===== config.mk =====
export PLATFORM = sky130hd
export DESIGN_NAME = pidc_ctrl
export DESIGN_NICKNAME = d
export VERILOG_FILES = /design/src/sv/pidc_pkg.sv /design/src/sv/pidc_ctrl.sv
export SDC_FILE = /design/constraint.sdc
export NUM_CORES = 1
export LEC_CHECK = 0
export BUFFER_PORTS_ARGS = -buffer_cell sky130_fd_sc_hd__buf_2
export CAP_MARGIN = 40
export CORE_AREA = 2 2 39 41
export CTS_CLUSTER_DIAMETER = 100
export DETAILED_ROUTE_END_ITERATION = 16
export DIE_AREA = 0 0 41 43
export PLACE_DENSITY = 0.66
export SKIP_LAST_GASP = 1
export SLEW_MARGIN = 40
export SYNTH_ARGS = -nofsm -noshare
export SYNTH_HDL_FRONTEND = slang
export SYNTH_SLANG_ARGS = --single-unit

===== constraint.sdc =====
create_clock -name clk -period 2.6 [get_ports clk]
set_input_delay 0 -clock clk [delete_from_list [all_inputs] [get_ports clk]]
set_output_delay 0 -clock clk [all_outputs]
set_load 0.005 [all_outputs]

===== src/sv/pidc_pkg.sv =====
// ----------------------------------------------------------------------------
// pidc_pkg
// Shared types and constants for the PID controller with integral clamping.
// ----------------------------------------------------------------------------
package pidc_pkg;

    localparam int MUL_A_W = 51;
    localparam int MUL_B_W = 34;
    localparam int MUL_R_W = 52;
    localparam int DIV_N_W = 50;
    localparam int DIV_D_W = 32;

    localparam logic [1:0] MOP_P    = 2'd0;
    localparam logic [1:0] MOP_ERR  = 2'd1;
    localparam logic [1:0] MOP_ITRM = 2'd2;
    localparam logic [1:0] MOP_D    = 2'd3;

    localparam logic DOP_BACK  = 1'b0;
    localparam logic DOP_DERIV = 1'b1;

    localparam logic [2:0] REG_KP    = 3'd0;
    localparam logic [2:0] REG_KI    = 3'd1;
    localparam logic [2:0] REG_KD    = 3'd2;
    localparam logic [2:0] REG_UPPER = 3'd3;
    localparam logic [2:0] REG_LOWER = 3'd4;
    localparam logic [2:0] REG_TGT   = 3'd5;

    typedef struct packed {
        logic       load;
        logic       mul_go;
        logic [1:0] mul_op;
        logic       take_mul;
        logic       div_go;
        logic       div_op;
        logic       take_div;
        logic       d_zero;
        logic       fin;
    } cmd_t;

    typedef struct packed {
        logic mul_done;
        logic div_done;
        logic i_bound;
        logic ki_zero;
        logic dt_zero;
        logic out_full;
    } sts_t;

endpackage


===== src/sv/pidc_ctrl.sv =====
// ----------------------------------------------------------------------------
// pidc_ctrl
// Sequencer: orders the multiplies and divides of one control step.
// ----------------------------------------------------------------------------
module pidc_ctrl
    import pidc_pkg::*;
(
    input  logic clk,
    input  logic rst_n,
    input  logic in_valid,
    output logic in_ready,
    input  logic out_ready,
    input  sts_t sts,
    output cmd_t cmd
);

    localparam logic [3:0] S_IDLE  = 4'd0;
    localparam logic [3:0] S_MUL_P = 4'd1;
    localparam logic [3:0] S_W_P   = 4'd2;
    localparam logic [3:0] S_MUL_E = 4'd3;
    localparam logic [3:0] S_W_E   = 4'd4;
    localparam logic [3:0] S_MUL_I = 4'd5;
    localparam logic [3:0] S_W_I   = 4'd6;
    localparam logic [3:0] S_CHK   = 4'd7;
    localparam logic [3:0] S_W_B   = 4'd8;
    localparam logic [3:0] S_DER   = 4'd9;
    localparam logic [3:0] S_W_Q   = 4'd10;
    localparam logic [3:0] S_MUL_D = 4'd11;
    localparam logic [3:0] S_W_D   = 4'd12;
    localparam logic [3:0] S_FIN   = 4'd13;

    logic [3:0] state_reg, state_next;

    assign in_ready = (state_reg == S_IDLE);

    always_comb
    begin
        cmd        = '0;
        state_next = state_reg;
        unique case (state_reg)
            S_IDLE:
                if (in_valid)
                begin
                    cmd.load   = 1'b1;
                    state_next = S_MUL_P;
                end
            S_MUL_P:
            begin
                cmd.mul_go = 1'b1;
                cmd.mul_op = MOP_P;
                state_next = S_W_P;
            end
            S_W_P:
            begin
                cmd.mul_op = MOP_P;
                if (sts.mul_done)
                begin
                    cmd.take_mul = 1'b1;
                    state_next   = S_MUL_E;
                end
            end
            S_MUL_E:
            begin
                cmd.mul_go = 1'b1;
                cmd.mul_op = MOP_ERR;
                state_next = S_W_E;
            end
            S_W_E:
            begin
                cmd.mul_op = MOP_ERR;
                if (sts.mul_done)
                begin
                    cmd.take_mul = 1'b1;
                    state_next   = S_MUL_I;
                end
            end
            S_MUL_I:
            begin
                cmd.mul_go = 1'b1;
                cmd.mul_op = MOP_ITRM;
                state_next = S_W_I;
            end
            S_W_I:
            begin
                cmd.mul_op = MOP_ITRM;
                if (sts.mul_done)
                begin
                    cmd.take_mul = 1'b1;
                    state_next   = S_CHK;
                end
            end
            S_CHK:
                if (sts.i_bound && !sts.ki_zero)
                begin
                    cmd.div_go = 1'b1;
                    cmd.div_op = DOP_BACK;
                    state_next = S_W_B;
                end
                else
                    state_next = S_DER;
            S_W_B:
            begin
                cmd.div_op = DOP_BACK;
                if (sts.div_done)
                begin
                    cmd.take_div = 1'b1;
                    state_next   = S_DER;
                end
            end
            S_DER:
                if (sts.dt_zero)
                begin
                    cmd.d_zero = 1'b1;
                    state_next = S_FIN;
                end
                else
                begin
                    cmd.div_go = 1'b1;
                    cmd.div_op = DOP_DERIV;
                    state_next = S_W_Q;
                end
            S_W_Q:
            begin
                cmd.div_op = DOP_DERIV;
                if (sts.div_done)
                begin
                    cmd.take_div = 1'b1;
                    state_next   = S_MUL_D;
                end
            end
            S_MUL_D:
            begin
                cmd.mul_go = 1'b1;
                cmd.mul_op = MOP_D;
                state_next = S_W_D;
            end
            S_W_D:
            begin
                cmd.mul_op = MOP_D;
                if (sts.mul_done)
                begin
                    cmd.take_mul = 1'b1;
                    state_next   = S_FIN;
                end
            end
            S_FIN:
                if (!sts.out_full || out_ready)
                begin
                    cmd.fin    = 1'b1;
                    state_next = S_IDLE;
                end
            default: state_next = S_IDLE;
        endcase
    end

    always_ff @(posedge clk or negedge rst_n)
    begin
        if (!rst_n)
            state_reg <= S_IDLE;
        else
            state_reg <= state_next;
    end

endmodule

==> results.md, run 1 <==
- Prevailing post-synth register cell: dfrtp_1
- RePlAce Congestion: 0.800
- Hold Path Class: primary input to async pin
- Seq/Total Area, Yosys: 21.5%
- CTS buffer count: 3
- Remaining antenna violation count after routing: 0
- Initial Utilization: 33.6%
- Clk Latency, worst-skew pair: 0.23 ns
- Cell Area, Placed: 573 µm²
- Die Width: 41 µm
- Total number of H-tree levels: 1
- Max FFs per register: 4
- Peak VDD IR: 385 µV
- Post-route cell area: 606 µm²
- Hold_ws: 0.111 ns
- Max-cap viol count: 0
- Fmax: 0.576 GHz
- Minimum clock period: 1.74 ns
- Pwr dens: 1100 mW/mm²
- Setup tns final: 0 ns
- RSZ-0062 raised after global routing: false
- Final setup violation count: 0
- CTS tree: yes
- CP Capture Type: flip-flop
- Placed Cells: 99
- Final period util: 66.8%
- Post-synth top area cell: dfrtp_1
- # nets final: 99
- Ranking of synthesized cells by area: dfrtp_1, nor2b_1, nor2_1
- Drt pass-1 iters: 4
- Area growth, synth to finish: 30.1%
- Clk root buf: clkbuf_4
- Slew Limit Fails: 0
- DR WL/cell: 10.7 µm
- Slowest stage delay, CP: 0.51 ns
- Maximum clock path buffer count: 2
- Critical path arrival: 1.85 ns
- Synth Cell Area: 465 µm²
- Cell with the most instances after synthesis: nor2_1
- Max FO, Critical Path: 16
- Number of synthesized flops with an enable pin: 0
- Final Non-Filler Cells: 103
- Dpl ws: 0.868 ns
- Most frequent cells after synthesis: nor2_1, nand2_1, nor2b_1, nor3_1
- Filler Cell Count: 158
- First-pass GRT wire length: 1710 µm
- Clk slew on worst S/H paths: 0.03 ns
- Number of global-route vias before repair: 446
- Final hold violation count: 0
- Multi-input gate area: 334 µm²
- Async S/R FF share, synth: 100%
- Seq cells post-synth: 4
- Total power after layout: 0.664 mW
- CP Class: flip-flop to flip-flop
- Share of cells above drive strength 1: 31.0%
- Slew HR: 66.9%
- Synth Warn #: 0
- Crit path launch type: flip-flop
- Number of port buffers: 20
- Iteration-0 DRC count of the detailed router: 7
- Synthesized netlist cell count: 67
- Die H: 43 µm
- Crit path max-delay cell type: dfrtp_1
- CTS Sinks: 4
- Storage cell area: 100 µm²
- Critical path cell sequence: or3_1 > a211oi_2 > nor3_2 > mux2_4
- GRT overflow: 0
- Worst slew pin tran: 0.496 ns
- Via total after detailed routing: 530
- Lkg Pwr: 0.300 nW
- Die area: 0.00176 mm²
- Final WL: 1110 µm
- Avg Cell Area, Syn: 6.95 µm²
- Pin count of the biggest net entering global routing: 18
- Area of the core: 0.00138 mm²
- Global-route usage over all layers: 13.8%
- Hpwl dp: 853 µm
- Via-to-Cell Ratio: 5.15
- Synth top area share: 21.5%
- Row count: 14
- Setup Skew: 0.000497 ns
- Syn Nets: 77
- Initial antenna violation count: 0
- Status: finished, final reports clean
- Ports: 21
- Antenna diodes: 0
- DR DRC count: 0
- Core Util, Final: 43.8%
- WP data required: 2.71 ns
- Setup WS post-layout: 0.862 ns
- Unique masters post-synth: 30
where the power goes:
| part | internal, mW | total [mW] | leakage, nW | switching [mW] |
|---|---|---|---|---|
| logic | 0.209 | 0.422 | 0.236 | 0.213 |
| registers | 0.0921 | 0.170 | 0.0502 | 0.0782 |
| clock network | 0.0513 | 0.0723 | 0.0138 | 0.0210 |
| total | 0.352 | 0.664 | 0.300 | 0.312 |
final timing paths:
| path | startpoint | endpoint | slack [ns] | cells after the start |
|---|---|---|---|---|
| min in group clk | sts[1] | state_reg[1]$_DFFE_PN0P_ | 0.21 | 4 |
| max | state_reg[3]$_DFFE_PN0P_ | state_reg[2]$_DFFE_PN0P_ | 0.86 | 4 |
| max in group asynchronous | rst_n | state_reg[1]$_DFFE_PN0P_ | 2.37 | 2 |
| min reg2reg | state_reg[3]$_DFFE_PN0P_ | state_reg[1]$_DFFE_PN0P_ | 0.78 | 1 |
| min | rst_n | state_reg[0]$_DFFE_PN0P_ | 0.11 | 2 |
| max reg2reg | state_reg[3]$_DFFE_PN0P_ | state_reg[2]$_DFFE_PN0P_ | 0.86 | 4 |
worst max-delay path, delay by kind of cell, from the launching register on:
family             cells  cell delay [ns]
DFF                    1             0.51
muxes                  1             0.30
and+or+nand+nor        2             0.52
AOI/OAI and AO/OA      1             0.29
layout make-up:
type                            instances  share of cell area (%)
Multi-Input combinational cell         55                    55.2
Clock buffer                            3                    3.72
Timing Repair Buffer                   22                    19.4
Inverter                                3                    1.86
Tap cell                               16                    3.31
Sequential cell                         4                    16.5
per-layer routing:
layer	wire (µm)	share of wire (%)	vias up	GRT usage (%)
met2	529	48	10	19.7
li1	-	-	276	-
met4	0	0	0	4.00
met3	33	3.0	0	4.71
met1	543	49	244	19.1
met5	0	0	-	0
placed cells by master (no fill, tap or decap), types with 2 or more instances in the layout:
master and count:
nor2_1 7, buf_2 20, a21o_1 2, or2b_1 2, dfrtp_1 4, o21ai_0 2, nor2b_1 5, a31oi_1 2
a21oi_1 3, nor3_1 5, clkbuf_4 3, or3_1 2, nand2_1 6, o21a_1 2, inv_1 3, nand2b_1 3
cell families after synthesis:
family                 count (synthesis)  share of synthesized area (%)
muxes                                  1                           3.22
DFF                                    4                           21.5
AOI/OAI and AO/OA                     16                           23.1
buffers and inverters                  8                           6.72
and+or+nand+nor                       38                           45.4
what timing repair did:
action	4_1_cts	5_1_grt
resized for setup	0	0
endpoints found under the hold margin	4	0
setup buffers	0	0
hold buffers	1	0
Power figures use the tool's default switching activity.
==> inputs of run 2 (changes only) <==
clock period = 1.81 ns   (was 2.6 ns; I/O delays follow)
==> results.md, run 2 (synthesized netlist as in run 1, its figures left out) <==
- Status: finished, final reports clean
- Worst slew pin tran: 0.380 ns (-0.116 ns)
- Post-route cell area: 628 µm² (+3.7%)
- Area of the core: 0.00138 mm² (unchanged)
- Total number of H-tree levels: 1 (unchanged)
- RePlAce Congestion: 0.748 (-6.5%)
- Maximum clock path buffer count: 2 (unchanged)
- R2R setup slack: 0.28 ns (-0.58 ns)
- Most frequent cells in the layout: buf_2, nor2_1, nand2_1, nor2b_1, nor3_1
- FF-to-FF End: state_reg[2]$_DFFE_PN0P_
- Pwr dens: 1630 mW/mm² (+49%)
- Minimum clock period: 1.53 ns (-0.210 ns)
- Placed Cells: 102 (+3.0%)
- Remaining antenna violation count after routing: 0 (unchanged)
- Initial antenna violation count: 0 (unchanged)
- Hpwl dp: 950 µm (+11%)
- Setup tns final: 0 ns (unchanged)
- Pin count of the biggest net entering global routing: 17 (-1)
- Row count: 14 (unchanged)
- Via total after detailed routing: 569 (+7.4%)
- Die H: 43 µm (unchanged)
- FF-to-FF path depth: 4 (unchanged)
- Area growth, synth to finish: 34.9%
- Clk Latency, worst-skew pair: 0.25 ns (+0.02 ns)
- Post-CTS setup buffer count: 0 (unchanged)
- Max FO, Critical Path: 2 (-14)
- Hold Path Class: primary input to async pin
- Drt pass-1 iters: 4 (unchanged)
- Final hold violation count: 0 (unchanged)
- Global-route usage over all layers: 16.3% (+2.5 points)
- CTS buffer count: 3 (unchanged)
- Max FFs per register: 4 (unchanged)
- Via-to-Cell Ratio: 5.37 (+4.3%)
- DR DRC count: 0 (unchanged)
- Number of global-route vias before repair: 503 (+13%)
- First-pass GRT wire length: 2010 µm (+18%)
- Filler Cell Count: 149 (-5.7%)
- CP Class: flip-flop to flip-flop
- Lkg Pwr: 0.316 nW (+5.1%)
- Crit path launch type: flip-flop
- Peak VDD IR: 453 µV (+18%)
- Ports: 21 (unchanged)
- Storage cell area: 100 µm² (unchanged)
- Final setup violation count: 0 (unchanged)
- Clk slew on worst S/H paths: 0.05 ns (+0.02 ns)
- Clk root buf: clkbuf_4
- CTS tree: yes
- Iteration-0 DRC count of the detailed router: 15 (+8)
- CTS Sinks: 4 (unchanged)
- Post-cts sizing count: 0 (unchanged)
- Slew Limit Fails: 0 (unchanged)
- Final period util: 84.4% (+18 points)
- Cell Area, Placed: 596 µm² (+3.9%)
- Slew HR: 74.6% (+7.7 points)
- Die Width: 41 µm (unchanged)
- # nets final: 102 (+3.0%)
- Initial Utilization: 33.6% (unchanged)
- RSZ-0062 raised after global routing: false
- Antenna diodes: 0 (unchanged)
- Multi-input gate area: 334 µm² (unchanged)
- Die area: 0.00176 mm² (unchanged)
- Max-cap viol count: 0 (unchanged)
- Worst r2r src: state_reg[3]$_DFFE_PN0P_
- WP data required: 1.95 ns (-0.76 ns)
- Setup Skew: 0.0111 ns (+0.0106 ns)
- CTS Hold Buffers Added: 1 (unchanged)
- Fmax: 0.655 GHz (+14%)
- Number of port buffers: 20 (unchanged)
- Commonest non-fill, non-tap cell in the layout: buf_2
- Final WL: 1250 µm (+13%)
- DR WL/cell: 11.8 µm (+9.9%)
- Critical path arrival: 1.66 ns (-0.19 ns)
- CP startpoint: state_reg[3]$_DFFE_PN0P_
- GRT overflow: 0 (unchanged)
- Final Non-Filler Cells: 106 (+2.9%)
- Share of cells above drive strength 1: 33.3% (+2.3 points)
- CP Capture Type: flip-flop
[run 2: critical path: stages (launching register included)]
cell      delay (ns)
dfrtp_1         0.37
or3_1           0.38
a211oi_2        0.28
nor3_2          0.09
mux2_4          0.29
[run 2: metrics by stage]
step | total power, mW | utilization (%) | setup WS, ns | hold slack [ns]
2_1_floorplan | 0.682 | - | 0.275 | -0.296
3_3_place_gp | 0.897 | 43.0 | 0.287 | -0.197
3_5_place_dp | 0.908 | 43.0 | 0.275 | -0.191
4_1_cts | 1.03 | 45.4 | 0.278 | 0.0928
5_1_grt | 1.13 | 45.4 | 0.210 | 0.120
6_report | 1.03 | 45.4 | 0.282 | 0.0837
[run 2: worst max-delay path by stage]
stage | to | slack (ns) | depth (start not counted)
5_1_grt | cmd[7] | 0.21 | 6
3_3_place_gp | state_reg[2]$_DFFE_PN0P_ | 0.29 | 5
3_5_place_dp | state_reg[2]$_DFFE_PN0P_ | 0.27 | 5
6_report | state_reg[2]$_DFFE_PN0P_ | 0.28 | 4
4_1_cts | state_reg[2]$_DFFE_PN0P_ | 0.28 | 4
2_1_floorplan | state_reg[2]$_DFFE_PN0P_ | 0.28 | 4
[run 2: cell type report]
type	instances	area share, %
multi-input combinational	55	53.2
clock buffer	3	3.59
timing repair buffer	25	22.3
sequential	4	15.9
tap	16	3.19
inverter	3	1.79
[run 2: where the power goes]
part           switching, mW  internal (mW)
sequential            0.0505          0.133
combinational          0.385          0.336
clock                 0.0466         0.0749
[run 2: layer usage]
metal  up-vias  global-route usage [%]  wire [µm]
met3         2                       0         66
met1       267                    20.4        500
li1        279                       -          -
met2        21                    27.2        660
met4         0                    8.00         23
met5         -                       0          0
==> inputs of run 3 (changes only) <==
PLACE_DENSITY = 0.69   (was 0.66)
clock period = 1.4 ns   (was 1.81 ns; I/O delays follow)
==> results.md, run 3 (synthesized netlist as in run 1, its figures left out) <==
- Global-route usage over all layers: 20.1% (+3.8 points)
- WP buf/inv: 0 (unchanged)
- Most frequent cells in the layout: buf_2, buf_4, nand2_1, buf_6, nor3_1
- Hold Path Class: primary input to async pin
- Clk root buf: clkbuf_4
- Crit path max-delay cell type: dfrtp_1
- Setup WS post-layout: -0.164 ns (-0.446 ns)
- DR DRC count: 0 (unchanged)
- Commonest non-fill, non-tap cell in the layout: buf_2
- Worst slew pin tran: 0.245 ns (-0.136 ns)
- Status: finished with violations
- Clk Latency, worst-skew pair: 0.23 ns (-0.02 ns)
- Drt pass-1 iters: 4 (unchanged)
- Crit path launch type: flip-flop
- First-pass GRT wire length: 2480 µm (+23%)
- Slew Limit Fails: 0 (unchanged)
- Lkg Pwr: 0.431 nW (+36%)
- R2R setup slack: -0.16 ns (-0.45 ns)
- Max-cap viol count: 0 (unchanged)
- Gate power share: 80.5% (+10 points)
- Pwr dens: 2210 mW/mm² (+35%)
- Max FO, Critical Path: 5 (+3)
- CP Class: flip-flop to flip-flop
- Total number of H-tree levels: 1 (unchanged)
- Initial Utilization: 33.6% (unchanged)
- Slowest stage delay, CP: 0.42 ns (+0.04 ns)
- Seq pwr share: 12.2% (-5.7 points)
- Failing checks: negative setup slack
- Switching share of total power: 43.0% (-4.0 points)
- Minimum clock period: 1.56 ns (+0.0361 ns)
- Row count: 14 (unchanged)
- Die Width: 41 µm (unchanged)
- Pin count of the biggest net entering global routing: 10 (-7)
- Maximum clock path buffer count: 2 (unchanged)
- Slew HR: 83.7% (+9.0 points)
- Internal power: 1.08 mW (+99%)
- Switching Power: 0.815 mW (+69%)
- Final WL: 1640 µm (+31%)
- Die area: 0.00176 mm² (unchanged)
- Total power after layout: 1.90 mW (+85%)
- Setup Skew: 0.00226 ns (-0.00881 ns)
- Area of the core: 0.00138 mm² (unchanged)
- Critical path cell sequence: or3_1 > a211oi_2 > nor3_2 > mux2_4
- Number of global-route vias before repair: 601 (+19%)
- Antenna diodes: 0 (unchanged)
- RSZ-0062 raised after global routing: true
- GRT overflow: 0 (unchanged)
- DR WL/cell: 13.0 µm (+10%)
- Final Non-Filler Cells: 126 (+19%)
- # nets final: 122 (+20%)
- RePlAce Congestion: 0.788 (+5.3%)
- Iteration-0 DRC count of the detailed router: 18 (+3)
- Peak VDD IR: 894 µV (+97%)
- CP top delay family: simple AND/OR/NAND/NOR gates
- Final period util: 112% (+27 points)
- Placed Cells: 113 (+11%)
- Critical path arrival: 1.67 ns (about the same)
- WP data required: 1.51 ns (-0.44 ns)
- CP Capture Type: flip-flop
- Number of port buffers: 20 (unchanged)
- Final hold violation count: 0 (unchanged)
- Remaining antenna violation count after routing: 0 (unchanged)
- Clk slew on worst S/H paths: 0.04 ns (about the same)
- CTS Sinks: 4 (unchanged)
- Ports: 21 (unchanged)
- Fmax: 0.640 GHz (-2.3%)
- Final setup violation count: 6 (+6)
- Max FFs per register: 4 (unchanged)
- Clk pwr share: 7.2% (-4.6 points)
- Hpwl dp: 1040 µm (+9.0%)
- CTS tree: yes
- Core Util, Final: 62.0% (+17 points)
- Die H: 43 µm (unchanged)
- CTS buffer count: 3 (unchanged)
- Area growth, synth to finish: 84.4%
- Via total after detailed routing: 655 (+15%)
- Share of cells above drive strength 1: 57.3% (+24 points)
- Via-to-Cell Ratio: 5.20 (-3.2%)
- Initial antenna violation count: 0 (unchanged)
[run 3: repair_timing]
action                                  in CTS  in global routing
gates resized for setup                      9                 12
pin swaps                                    3                  6
hold buffers                                 1                  0
endpoints found under the hold margin        4                  0
endpoints found under the setup margin       8                 12
buffers inserted                             8                  3
[run 3: path summary, 6_finish.rpt]
check                           cells past startpoint                  endpoint                     start
worst max register to register                      4  state_reg[2]$_DFFE_PN0P_  state_reg[1]$_DFFE_PN0P_
max in group asynchronous                           2  state_reg[3]$_DFFE_PN0P_                     rst_n
worst min-delay path                                2  state_reg[1]$_DFFE_PN0P_                     rst_n
min in group clk                                    4  state_reg[1]$_DFFE_PN0P_                    sts[1]
worst max-delay path                                4  state_reg[2]$_DFFE_PN0P_  state_reg[1]$_DFFE_PN0P_
worst min register to register                      3  state_reg[2]$_DFFE_PN0P_  state_reg[2]$_DFFE_PN0P_
[run 3: through the flow]
step | hold slack, ns | cell area [µm²] | setup TNS, ns | setup slack, ns
2_1_floorplan | -0.296 | 468 | -0.0502 | -0.0502
3_3_place_gp | -0.192 | 678 | -0.0817 | -0.0817
3_5_place_dp | -0.191 | 678 | -0.128 | -0.116
4_1_cts | 0.108 | 813 | -0.291 | -0.120
5_1_grt | 0.130 | 858 | -0.812 | -0.196
6_report | 0.113 | 858 | -0.389 | -0.164
[run 3: power groups by stage]
| stage | clock network, mW | logic (mW) | registers [mW] |
|---|---|---|---|
| after floorplan | 0 | 0.672 | 0.218 |
| after global placement | 0 | 1.10 | 0.218 |
| after detailed placement | 0 | 1.12 | 0.221 |
| after CTS | 0.142 | 1.36 | 0.220 |
| after global routing | 0.152 | 1.65 | 0.233 |
| final | 0.137 | 1.53 | 0.232 |
[run 3: final cells by class]
type | instances | area [µm²]
multi-input combinational | 55 | 394
timing repair buffer | 45 | 309
fill | 117 | 526
clock buffer | 3 | 22.5
inverter | 3 | 11.3
tap | 16 | 20.0
sequential | 4 | 101
[run 3: routing by layer]
layer | up-vias | global-route usage [%] | share of wire, %
met1 | 313 | 26.4 | 41
li1 | 326 | - | -
met4 | 0 | 6.00 | 0
met3 | 0 | 1.57 | 3.5
met5 | - | 0 | 0
met2 | 16 | 33.1 | 56
